$ cat config.mk
export PLATFORM = sky130hd
export DESIGN_NAME = track_window_edge_adapt
export DESIGN_NICKNAME = d
export VERILOG_FILES = /design/src/rtl/twea_pkg.sv /design/src/rtl/twea_fifo.sv /design/src/rtl/twea_front.sv /design/src/rtl/twea_back.sv /design/src/rtl/track_window_edge_adapt.sv
export SDC_FILE = /design/constraint.sdc
export NUM_CORES = 2
export LEC_CHECK = 0
export ABC_AREA = 1
export BUFFER_PORTS_ARGS = -buffer_cell sky130_fd_sc_hd__buf_4
export CAP_MARGIN = 20
export CORE_MARGIN = 4
export CORE_UTILIZATION = 64
export CTS_CLUSTER_SIZE = 12
export DETAILED_ROUTE_END_ITERATION = 12
export GPL_ROUTABILITY_DRIVEN = 0
export PLACE_DENSITY = 0.78
export SLEW_MARGIN = 20
export SYNTH_ARGS = -nofsm -noshare
export SYNTH_HDL_FRONTEND = slang
export SYNTH_SLANG_ARGS = --single-unit
$ cat constraint.sdc
create_clock -name clk -period 10.69 [get_ports clk]
set_input_delay 1.069 -clock clk [delete_from_list [all_inputs] [get_ports clk]]
set_output_delay 1.069 -clock clk [all_outputs]
set_load 0.005 [all_outputs]
$ cat src/rtl/twea_pkg.sv
`timescale 1ns / 1ps
`default_nettype none
// ----------------------------------------------------------------------------
// twea_pkg
// Shared types and constants for the tracking window edge adapter.
// ----------------------------------------------------------------------------
package twea_pkg;

  localparam int PIXEL_W  = 8;
  localparam int COLS_W   = 10;
  localparam int ROWS_W   = 9;
  localparam int SUM_W    = 18;
  localparam int NUM_SUMS = 12;
  localparam int CFG_IDX_W  = 3;
  localparam int CFG_DATA_W = 18;
  localparam int QUEUE_DEPTH = 4;

  localparam int DEF_MAX_STROBE_COLS = 1024;
  localparam int DEF_MAX_STROBE_ROWS = 512;

  // Sum slots: three per border group, in ascending row or column order.
  localparam int TOP_BASE    = 0;
  localparam int BOTTOM_BASE = 3;
  localparam int LEFT_BASE   = 6;
  localparam int RIGHT_BASE  = 9;

  localparam logic [CFG_IDX_W-1:0] REG_MIN_COLS  = 3'd0;
  localparam logic [CFG_IDX_W-1:0] REG_MAX_COLS  = 3'd1;
  localparam logic [CFG_IDX_W-1:0] REG_MIN_ROWS  = 3'd2;
  localparam logic [CFG_IDX_W-1:0] REG_MAX_ROWS  = 3'd3;
  localparam logic [CFG_IDX_W-1:0] REG_THRESHOLD = 3'd4;

  localparam logic [COLS_W-1:0] RST_MIN_COLS  = 10'd4;
  localparam logic [COLS_W-1:0] RST_MAX_COLS  = 10'd128;
  localparam logic [ROWS_W-1:0] RST_MIN_ROWS  = 9'd4;
  localparam logic [ROWS_W-1:0] RST_MAX_ROWS  = 9'd96;
  localparam logic [SUM_W-1:0]  RST_THRESHOLD = 18'd510;

  localparam logic [SUM_W-1:0] SUM_MAX = {SUM_W{1'b1}};

  typedef struct packed {
    logic [COLS_W-1:0] min_cols;
    logic [COLS_W-1:0] max_cols;
    logic [ROWS_W-1:0] min_rows;
    logic [ROWS_W-1:0] max_rows;
    logic [SUM_W-1:0]  threshold;
  } cfg_t;

  typedef struct packed {
    logic [COLS_W-1:0] scols;
    logic [ROWS_W-1:0] srows;
    logic [COLS_W-1:0] x;
    logic [ROWS_W-1:0] y;
    logic [COLS_W-1:0] cols;
    logic [ROWS_W-1:0] rows;
  } hdr_t;

  typedef struct packed {
    logic [PIXEL_W-1:0]  pixel;
    logic [NUM_SUMS-1:0] mask;
    logic                first;
    logic                last;
    hdr_t                hdr;
  } item_t;

endpackage
`default_nettype wire

$ cat src/rtl/twea_fifo.sv
`timescale 1ns / 1ps
`default_nettype none
// ----------------------------------------------------------------------------
// twea_fifo
// Short queue of classified items between the front and the back.
// ----------------------------------------------------------------------------
module twea_fifo (
  input  wire logic            clk,
  input  wire logic            rst,
  input  wire logic            push_valid,
  output logic                 push_ready,
  input  wire twea_pkg::item_t push_item,
  output logic                 pop_valid,
  input  wire logic            pop_ready,
  output twea_pkg::item_t      pop_item
);

  localparam int DEPTH = twea_pkg::QUEUE_DEPTH;
  localparam int PTR_W = $clog2(DEPTH);
  localparam int CNT_W = $clog2(DEPTH + 1);

  twea_pkg::item_t  mem [DEPTH];
  logic [PTR_W-1:0] wr_ptr;
  logic [PTR_W-1:0] rd_ptr;
  logic [CNT_W-1:0] count;
  logic             do_push;
  logic             do_pop;

  assign push_ready = (count != CNT_W'(DEPTH));
  assign pop_valid  = (count != '0);
  assign pop_item   = mem[rd_ptr];
  assign do_push    = push_valid && push_ready;
  assign do_pop     = pop_valid && pop_ready;

  always_ff @(posedge clk) begin
    if (do_push) begin
      mem[wr_ptr] <= push_item;
    end
  end

  always_ff @(posedge clk) begin
    if (rst) begin
      wr_ptr <= '0;
      rd_ptr <= '0;
      count  <= '0;
    end else begin
      if (do_push) begin
        wr_ptr <= (wr_ptr == PTR_W'(DEPTH - 1)) ? '0 : wr_ptr + 1'b1;
      end
      if (do_pop) begin
        rd_ptr <= (rd_ptr == PTR_W'(DEPTH - 1)) ? '0 : rd_ptr + 1'b1;
      end
      if (do_push && !do_pop) begin
        count <= count + 1'b1;
      end else if (do_pop && !do_push) begin
        count <= count - 1'b1;
      end
    end
  end

endmodule
`default_nettype wire

$ cat src/rtl/twea_front.sv
`timescale 1ns / 1ps
`default_nettype none
// ----------------------------------------------------------------------------
// twea_front
// Tracks the raster position, latches the frame header and marks which of
// the twelve line sums each pixel feeds.
// ----------------------------------------------------------------------------
module twea_front #(
  parameter int MAX_STROBE_COLS = twea_pkg::DEF_MAX_STROBE_COLS,
  parameter int MAX_STROBE_ROWS = twea_pkg::DEF_MAX_STROBE_ROWS
) (
  input  wire logic                          clk,
  input  wire logic                          rst,
  input  wire logic                          in_valid,
  output logic                               in_ready,
  input  wire logic [twea_pkg::PIXEL_W-1:0]  pixel,
  input  wire logic                          first,
  input  wire logic                          last,
  input  wire logic [twea_pkg::COLS_W-1:0]   strobe_cols,
  input  wire logic [twea_pkg::ROWS_W-1:0]   strobe_rows,
  input  wire logic [twea_pkg::COLS_W-1:0]   win_x,
  input  wire logic [twea_pkg::ROWS_W-1:0]   win_y,
  input  wire logic [twea_pkg::COLS_W-1:0]   win_cols,
  input  wire logic [twea_pkg::ROWS_W-1:0]   win_rows,
  output logic                               push_valid,
  input  wire logic                          push_ready,
  output twea_pkg::item_t                    push_item
);

  localparam int CW  = $clog2(MAX_STROBE_COLS);
  localparam int RW  = $clog2(MAX_STROBE_ROWS);
  localparam int CXW = ((CW > twea_pkg::COLS_W) ? CW : twea_pkg::COLS_W) + 2;
  localparam int RXW = ((RW > twea_pkg::ROWS_W) ? RW : twea_pkg::ROWS_W) + 2;

  logic [CW-1:0]  col_count;
  logic [CW-1:0]  col_next;
  logic [RW-1:0]  row_count;
  logic [RW-1:0]  row_next;
  twea_pkg::hdr_t hdr;
  twea_pkg::hdr_t hdr_next;
  logic [CXW-1:0] c_w;
  logic [RXW-1:0] r_w;
  logic [CXW-1:0] c_inc;
  logic           col_wrap;
  logic           in_strobe;
  logic           col_span;
  logic           row_span;
  logic [twea_pkg::NUM_SUMS-1:0] mask;
  logic           accept;

  assign in_ready   = push_ready;
  assign push_valid = in_valid;
  assign accept     = in_valid && push_ready;

  always_comb begin
    // A first pixel restarts the frame at line 0, column 0 with a new header.
    if (first) begin
      hdr_next = '{scols: strobe_cols, srows: strobe_rows, x: win_x, y: win_y,
                   cols: win_cols, rows: win_rows};
      c_w = '0;
      r_w = '0;
    end else begin
      hdr_next = hdr;
      c_w = CXW'(col_count);
      r_w = RXW'(row_count);
    end

    in_strobe = (r_w < RXW'(hdr_next.srows)) && (c_w < CXW'(hdr_next.scols));
    col_span  = (c_w >= CXW'(hdr_next.x)) &&
                (c_w < CXW'(hdr_next.x) + CXW'(hdr_next.cols));
    row_span  = (r_w >= RXW'(hdr_next.y)) &&
                (r_w < RXW'(hdr_next.y) + RXW'(hdr_next.rows));

    mask = '0;
    for (int g = 0; g < 3; g++) begin
      mask[twea_pkg::TOP_BASE + g] = in_strobe && col_span &&
        (r_w + 1'b1 == RXW'(hdr_next.y) + RXW'(g));
      mask[twea_pkg::BOTTOM_BASE + g] = in_strobe && col_span &&
        (r_w + 2'd2 == RXW'(hdr_next.y) + RXW'(hdr_next.rows) + RXW'(g));
      mask[twea_pkg::LEFT_BASE + g] = in_strobe && row_span &&
        (c_w + 1'b1 == CXW'(hdr_next.x) + CXW'(g));
      mask[twea_pkg::RIGHT_BASE + g] = in_strobe && row_span &&
        (c_w + 2'd2 == CXW'(hdr_next.x) + CXW'(hdr_next.cols) + CXW'(g));
    end

    c_inc    = c_w + 1'b1;
    col_wrap = (c_inc >= CXW'(hdr_next.scols)) || (c_inc >= CXW'(MAX_STROBE_COLS));
    if (col_wrap) begin
      col_next = '0;
      // The line count holds at its top value.
      if (r_w[RW-1:0] != RW'(MAX_STROBE_ROWS - 1)) begin
        row_next = r_w[RW-1:0] + 1'b1;
      end else begin
        row_next = r_w[RW-1:0];
      end
    end else begin
      col_next = c_inc[CW-1:0];
      row_next = r_w[RW-1:0];
    end

    push_item = '{pixel: pixel, mask: mask, first: first, last: last, hdr: hdr_next};
  end

  always_ff @(posedge clk) begin
    if (rst) begin
      col_count <= '0;
      row_count <= '0;
      hdr       <= '0;
    end else if (accept) begin
      col_count <= col_next;
      row_count <= row_next;
      hdr       <= hdr_next;
    end
  end

endmodule
`default_nettype wire

$ cat src/rtl/twea_back.sv
`timescale 1ns / 1ps
`default_nettype none
// ----------------------------------------------------------------------------
// twea_back
// Accumulates the twelve line sums and, after the final pixel of a frame,
// applies the grow and shrink rules into the result register.
// ----------------------------------------------------------------------------
module twea_back (
  input  wire logic                          clk,
  input  wire logic                          rst,
  input  wire twea_pkg::cfg_t                cfg,
  input  wire logic                          pop_valid,
  output logic                               pop_ready,
  input  wire twea_pkg::item_t               pop_item,
  output logic                               out_valid,
  input  wire logic                          out_ready,
  output logic [twea_pkg::COLS_W-1:0]        new_x,
  output logic [twea_pkg::ROWS_W-1:0]        new_y,
  output logic [twea_pkg::COLS_W-1:0]        new_cols,
  output logic [twea_pkg::ROWS_W-1:0]        new_rows,
  output logic                               moved
);

  localparam int AW = 13;
  localparam logic signed [AW-1:0] ONE = AW'(1);

  logic [twea_pkg::SUM_W-1:0] sums      [twea_pkg::NUM_SUMS];
  logic [twea_pkg::SUM_W-1:0] sums_next [twea_pkg::NUM_SUMS];
  logic                       dec_pending;
  twea_pkg::hdr_t             dec_hdr;
  logic                       do_pop;
  logic                       do_dec;
  logic [twea_pkg::NUM_SUMS-1:0] above;
  logic                       top_gt, bot_gt, left_gt, right_gt;
  logic                       top_le, bot_le, left_le, right_le;
  logic signed [AW-1:0]       xv, yv, cv, rv;
  logic                       mv;

  // The decision reads the registered sums, so the next item may be summed
  // in the same cycle as long as the decision itself can load its result.
  assign pop_ready = !dec_pending || !out_valid || out_ready;
  assign do_pop    = pop_valid && pop_ready;
  assign do_dec    = dec_pending && (!out_valid || out_ready);

  always_comb begin
    logic [twea_pkg::SUM_W-1:0] base;
    logic [twea_pkg::SUM_W:0]   total;
    for (int i = 0; i < twea_pkg::NUM_SUMS; i++) begin
      base  = pop_item.first ? '0 : sums[i];
      total = {1'b0, base} + (twea_pkg::SUM_W + 1)'(pop_item.pixel);
      if (!pop_item.mask[i]) begin
        sums_next[i] = base;
      end else if (total > {1'b0, twea_pkg::SUM_MAX}) begin
        sums_next[i] = twea_pkg::SUM_MAX;
      end else begin
        sums_next[i] = total[twea_pkg::SUM_W-1:0];
      end
    end
  end

  always_ff @(posedge clk) begin
    if (rst) begin
      for (int i = 0; i < twea_pkg::NUM_SUMS; i++) begin
        sums[i] <= '0;
      end
    end else if (do_pop) begin
      for (int i = 0; i < twea_pkg::NUM_SUMS; i++) begin
        sums[i] <= sums_next[i];
      end
    end
  end

  // A group grows when any of its sums is above the threshold and shrinks
  // when any is at or below it.
  always_comb begin
    for (int i = 0; i < twea_pkg::NUM_SUMS; i++) begin
      above[i] = sums[i] > cfg.threshold;
    end
    top_gt   = |above[twea_pkg::TOP_BASE    +: 3];
    bot_gt   = |above[twea_pkg::BOTTOM_BASE +: 3];
    left_gt  = |above[twea_pkg::LEFT_BASE   +: 3];
    right_gt = |above[twea_pkg::RIGHT_BASE  +: 3];
    top_le   = !(&above[twea_pkg::TOP_BASE    +: 3]);
    bot_le   = !(&above[twea_pkg::BOTTOM_BASE +: 3]);
    left_le  = !(&above[twea_pkg::LEFT_BASE   +: 3]);
    right_le = !(&above[twea_pkg::RIGHT_BASE  +: 3]);
  end

  always_comb begin
    xv = $signed(AW'(dec_hdr.x));
    yv = $signed(AW'(dec_hdr.y));
    cv = $signed(AW'(dec_hdr.cols));
    rv = $signed(AW'(dec_hdr.rows));
    mv = 1'b0;

    // Rows and columns form two independent chains, each in rule order.
    if (rv < $signed(AW'(cfg.max_rows)) && bot_gt &&
        (yv + rv) < $signed(AW'(dec_hdr.srows))) begin
      rv = rv + ONE;
    end
    if (rv < $signed(AW'(cfg.max_rows)) && top_gt && yv > 0) begin
      rv = rv + ONE;
      yv = yv - ONE;
      mv = 1'b1;
    end
    if (rv > $signed(AW'(cfg.min_rows)) && bot_le) begin
      rv = rv - ONE;
      mv = 1'b1;
    end
    if (rv > $signed(AW'(cfg.min_rows)) && top_le) begin
      rv = rv - ONE;
      yv = yv + ONE;
      mv = 1'b1;
    end

    if (cv < $signed(AW'(cfg.max_cols)) && right_gt &&
        (xv + cv) < $signed(AW'(dec_hdr.scols))) begin
      cv = cv + ONE;
    end
    if (cv < $signed(AW'(cfg.max_cols)) && left_gt && xv > 0) begin
      cv = cv + ONE;
      xv = xv - ONE;
      mv = 1'b1;
    end
    if (cv > $signed(AW'(cfg.min_cols)) && right_le) begin
      cv = cv - ONE;
      mv = 1'b1;
    end
    if (cv > $signed(AW'(cfg.min_cols)) && left_le) begin
      cv = cv - ONE;
      xv = xv + ONE;
      mv = 1'b1;
    end
  end

  always_ff @(posedge clk) begin
    if (do_pop && pop_item.last) begin
      dec_hdr <= pop_item.hdr;
    end
    if (do_dec) begin
      new_x    <= xv[twea_pkg::COLS_W-1:0];
      new_y    <= yv[twea_pkg::ROWS_W-1:0];
      new_cols <= cv[twea_pkg::COLS_W-1:0];
      new_rows <= rv[twea_pkg::ROWS_W-1:0];
      moved    <= mv;
    end
  end

  always_ff @(posedge clk) begin
    if (rst) begin
      dec_pending <= 1'b0;
      out_valid   <= 1'b0;
    end else begin
      if (do_pop && pop_item.last) begin
        dec_pending <= 1'b1;
      end else if (do_dec) begin
        dec_pending <= 1'b0;
      end
      if (do_dec) begin
        out_valid <= 1'b1;
      end else if (out_ready) begin
        out_valid <= 1'b0;
      end
    end
  end

endmodule
`default_nettype wire

$ cat src/rtl/track_window_edge_adapt.sv
`timescale 1ns / 1ps
`default_nettype none
// ----------------------------------------------------------------------------
// track_window_edge_adapt
// Adapts a tracked rectangle to the edge energy along its borders in one
// strobe frame of edge pixels.
// ----------------------------------------------------------------------------
//  Channel  Signals                          Moves
//  in       in_valid / in_ready              one pixel item with frame header
//  out      out_valid / out_ready            one adjusted rectangle per frame
//  cfg      cfg_valid / cfg_ready, index     one register write
//
//  A pixel is taken every cycle while the four-entry queue has room; the
//  back part sums one pixel per cycle.
//  The decision runs once the final pixel has been summed, alongside the
//  next pixel, and waits while an earlier result waits on out_ready; the
//  back stalls only while a decided result waits on out_ready.
//  Reset clears the sums, position, header and handshake state; config
//  registers return to their reset values. cfg_ready is always high.
// ----------------------------------------------------------------------------
module track_window_edge_adapt #(
  parameter int MAX_STROBE_COLS = twea_pkg::DEF_MAX_STROBE_COLS,
  parameter int MAX_STROBE_ROWS = twea_pkg::DEF_MAX_STROBE_ROWS
) (
  input  wire logic                            clk,
  input  wire logic                            rst,
  input  wire logic                            in_valid,
  output logic                                 in_ready,
  input  wire logic [twea_pkg::PIXEL_W-1:0]    pixel,
  input  wire logic                            first,
  input  wire logic                            last,
  input  wire logic [twea_pkg::COLS_W-1:0]     strobe_cols,
  input  wire logic [twea_pkg::ROWS_W-1:0]     strobe_rows,
  input  wire logic [twea_pkg::COLS_W-1:0]     win_x,
  input  wire logic [twea_pkg::ROWS_W-1:0]     win_y,
  input  wire logic [twea_pkg::COLS_W-1:0]     win_cols,
  input  wire logic [twea_pkg::ROWS_W-1:0]     win_rows,
  output logic                                 out_valid,
  input  wire logic                            out_ready,
  output logic [twea_pkg::COLS_W-1:0]          new_x,
  output logic [twea_pkg::ROWS_W-1:0]          new_y,
  output logic [twea_pkg::COLS_W-1:0]          new_cols,
  output logic [twea_pkg::ROWS_W-1:0]          new_rows,
  output logic                                 moved,
  input  wire logic                            cfg_valid,
  output logic                                 cfg_ready,
  input  wire logic [twea_pkg::CFG_IDX_W-1:0]  cfg_index,
  input  wire logic [twea_pkg::CFG_DATA_W-1:0] cfg_data
);

  twea_pkg::cfg_t  cfg;
  logic            push_valid;
  logic            push_ready;
  twea_pkg::item_t push_item;
  logic            pop_valid;
  logic            pop_ready;
  twea_pkg::item_t pop_item;

  assign cfg_ready = 1'b1;

  always_ff @(posedge clk) begin
    if (rst) begin
      cfg.min_cols  <= twea_pkg::RST_MIN_COLS;
      cfg.max_cols  <= twea_pkg::RST_MAX_COLS;
      cfg.min_rows  <= twea_pkg::RST_MIN_ROWS;
      cfg.max_rows  <= twea_pkg::RST_MAX_ROWS;
      cfg.threshold <= twea_pkg::RST_THRESHOLD;
    end else if (cfg_valid && cfg_ready) begin
      unique case (cfg_index)
        twea_pkg::REG_MIN_COLS:  cfg.min_cols  <= cfg_data[twea_pkg::COLS_W-1:0];
        twea_pkg::REG_MAX_COLS:  cfg.max_cols  <= cfg_data[twea_pkg::COLS_W-1:0];
        twea_pkg::REG_MIN_ROWS:  cfg.min_rows  <= cfg_data[twea_pkg::ROWS_W-1:0];
        twea_pkg::REG_MAX_ROWS:  cfg.max_rows  <= cfg_data[twea_pkg::ROWS_W-1:0];
        twea_pkg::REG_THRESHOLD: cfg.threshold <= cfg_data[twea_pkg::SUM_W-1:0];
        default: begin
        end
      endcase
    end
  end

  twea_front #(
    .MAX_STROBE_COLS (MAX_STROBE_COLS),
    .MAX_STROBE_ROWS (MAX_STROBE_ROWS)
  ) u_front (
    .clk         (clk),
    .rst         (rst),
    .in_valid    (in_valid),
    .in_ready    (in_ready),
    .pixel       (pixel),
    .first       (first),
    .last        (last),
    .strobe_cols (strobe_cols),
    .strobe_rows (strobe_rows),
    .win_x       (win_x),
    .win_y       (win_y),
    .win_cols    (win_cols),
    .win_rows    (win_rows),
    .push_valid  (push_valid),
    .push_ready  (push_ready),
    .push_item   (push_item)
  );

  twea_fifo u_fifo (
    .clk        (clk),
    .rst        (rst),
    .push_valid (push_valid),
    .push_ready (push_ready),
    .push_item  (push_item),
    .pop_valid  (pop_valid),
    .pop_ready  (pop_ready),
    .pop_item   (pop_item)
  );

  twea_back u_back (
    .clk       (clk),
    .rst       (rst),
    .cfg       (cfg),
    .pop_valid (pop_valid),
    .pop_ready (pop_ready),
    .pop_item  (pop_item),
    .out_valid (out_valid),
    .out_ready (out_ready),
    .new_x     (new_x),
    .new_y     (new_y),
    .new_cols  (new_cols),
    .new_rows  (new_rows),
    .moved     (moved)
  );

endmodule
`default_nettype wire
==> qor.txt <==
CTS Root Cell: clkbuf_16
Kind of end point of the critical path: flip-flop
CTS tree: yes
Post-Place Worst Slack: 1.660 ns
Layout cell share with drive strength beyond 1: 8.599%
CTS HTree Levels: 3
Clock Latency Late Sink: 0.66 ns
Netlist cell types: 74
Critical Path RT: 11.06 ns
Setup Skew: 0.02987 ns
IO Pins: 135
Port-buffer cells: 133
Hold Vio Cnt, Final: 0
Pre-antenna DRT Iters: 5
Register area share after synthesis: 41.10%
First-pass GRT wire length: 224.0 mm
Die X: 295.4 um
Total number of vias: 44,873
Crit path arrival time: 9.52 ns
Vias per cell: 6.084
Total setup buffers inserted after CTS: 0
Antenna Nets Post-Route: 0
Post-synth top area cell: edfxtp_1
Worst slew pin tran: 1.238 ns
Ranking of synthesized cells by area: edfxtp_1 (36%), ha_1 (13%), nand2_1 (6.4%), inv_1 (6.2%), dfxtp_1 (5.4%)
CP Launch Type: flip-flop
Vias in the first global route: 42,564
Max-Cap Viols: 0
Final Non-Filler Cells: 7,375
Ys async rst share: 0%
Dominant cell by count in the synthesized netlist: nand2_1
Slew margin rel.: 16.60%
Syn-to-layout area delta: 9.820%
Setup TNS Final: 0 ns
Post_cts resized: 0
Post-synth EDFFs: 628
HPWL Detailed: 98.11 mm
Mapped Cells: 6,123
Avg Cell Area, Syn: 8.632 um2
Drt total wl: 143.6 mm
Crit path buffers/inverters: 7
Largest stage delay, worst path: 0.49 ns
CTS Buffer Depth: 3
Critical Path Fanout Max: 24
Clock Sinks: 771
Remaining DRCs: 0
Antenna violations before repair: 1
Avg WL per Cell: 19.47 um
Outcome: complete, no violations
Row cnt: 105
Layout Nets: 6,883
Final Max Slew Viols: 0
Initial drt markers: 4,397
Initial core utilization: 64.47%
Fin crit share: 85.61%
Die Span Y: 295.4 um
Placed Area: 55,190 um2
Seq cells post-synth: 771
Final instance area: 58,040 um2
Syn_nets: 6,772
Highest Clock Rate: 109.3 MHz
Synthesized area: 52,850 um2
Dpl cells: 7,217
Final Critical Period: 9.151 ns
Core area: 81,980 um2
Clock-pin slew on the worst setup and hold paths: 0.06 ns
Hold Crit Class: reg -> reg
R2r setup slk: 1.54 ns
Largest net degree at the start of global routing: 177
Largest delay contributor family on the critical path: compound AO/OA/AOI/OAI gates
TritonCTS Buffers: 85
Crit Path Class: reg -> reg
Total grt overflow: 0
Final setup margin: 1.539 ns
Top post-synthesis cells by count: nand2_1 (908), inv_1 (867), edfxtp_1 (628)
Final setup vio count: 0
CP max-delay cell: edfxtp_1
Warnings from Yosys: 0
RSZ-0062 raised after global routing: false
Post-synth top area share: 35.68%
CTS Hold Buffers Added: 0
DIE AREA: 87,240 um2
Synth Flop Type: edfxtp_1
GRT Util Overall: 32.11%
metrics by stage:
step	utilization (%)	hold WS [ns]
3_3_place_gp	67.31	0.4349
5_1_grt	70.80	0.4670
2_1_floorplan	-	0.4244
4_1_cts	70.79	0.4513
3_5_place_dp	67.32	0.4422
6_report	70.80	0.4522
worst register-to-register path, delay by kind of cell (launching register included):
| family | cells | cell delay (ns) |
|---|---|---|
| AO/OA/AOI/OAI | 22 | 3.38 |
| XOR/XNOR | 1 | 0.14 |
| adder cells (fa/ha/maj) | 6 | 1.77 |
| buffers and inverters | 7 | 0.83 |
| flip-flops | 1 | 0.49 |
| AND/OR/NAND/NOR | 18 | 2.27 |
cells by family after synthesis:
kind of cell | Yosys count | share of synthesized area (%)
other | 1 | 0.007095
DFF | 771 | 41.10
buffers and inverters | 1077 | 7.800
adders and majority gates | 556 | 13.40
AOI/OAI and AO/OA | 1343 | 15.39
and+or+nand+nor | 2046 | 16.79
xor gates and xnor gates | 329 | 5.509
layout make-up:
cell class	instances	area [um2]
antenna	2	5.005
clock buffer	132	2515
clock inverter	24	331.6
fill	6243	23940
inverter	889	3346
multi-input combinational	4275	27160
sequential	771	21730
tap	1070	1339
timing repair buffer	212	1617
cell usage in the layout, fill, tap and decap left out, drive strengths merged, types with 83 or more instances in the layout:
| cell | count |
|---|---|
| xor2 | 250 |
| buf | 212 |
| nand2 | 933 |
| clkbuf | 132 |
| dfxtp | 143 |
| edfxtp | 628 |
| o21ai | 457 |
| nand4 | 86 |
| nor2 | 605 |
| nand3 | 210 |
| nor3 | 83 |
| inv | 883 |
| a221oi | 121 |
| a21oi | 418 |
| ha | 539 |
path summary, 6_finish.rpt:
check / startpoint / endpoint / depth (start not counted)
setup / recovery: u_back.dec_hdr[0] / u_back.new_y[3] / 54
setup reg to reg: u_back.dec_hdr[0] / u_back.new_y[3] / 54
hold reg to reg: u_front.hdr[9] / u_front.hdr[9] / 2
hold / removal: u_front.hdr[9] / u_front.hdr[9] / 2
metal layers:
| layer | up-vias | GRT usage [%] | part of all wire [%] |
|---|---|---|---|
| li1 | 21402 | - | - |
| met1 | 21073 | 44.55 | 42 |
| met2 | 2016 | 51.54 | 45 |
| met3 | 382 | 4.425 | 9.5 |
| met4 | 0 | 12.47 | 4.1 |
| met5 | - | 0 | 0 |
registers in the layout (all words and copies together), names as in the netlist, named ones only:
signal              count
u_fifo.mem            316
u_back.new_x           10
u_back.dec_pending      1
u_back.out_valid        1
u_back.dec_hdr         57
u_back.new_rows         9
u_back.new_cols        10
u_front.row_count       9
u_front.col_count      10
u_front.hdr            57
u_back.sums           216
u_fifo.rd_ptr           2
cfg                    56
u_back.moved            1
u_fifo.count            3
u_fifo.wr_ptr           2
u_back.new_y            9
Power is left out: the tool's default activity adds up to more than one toggle a clock period on the data nets, which glitch-free logic cannot reach.
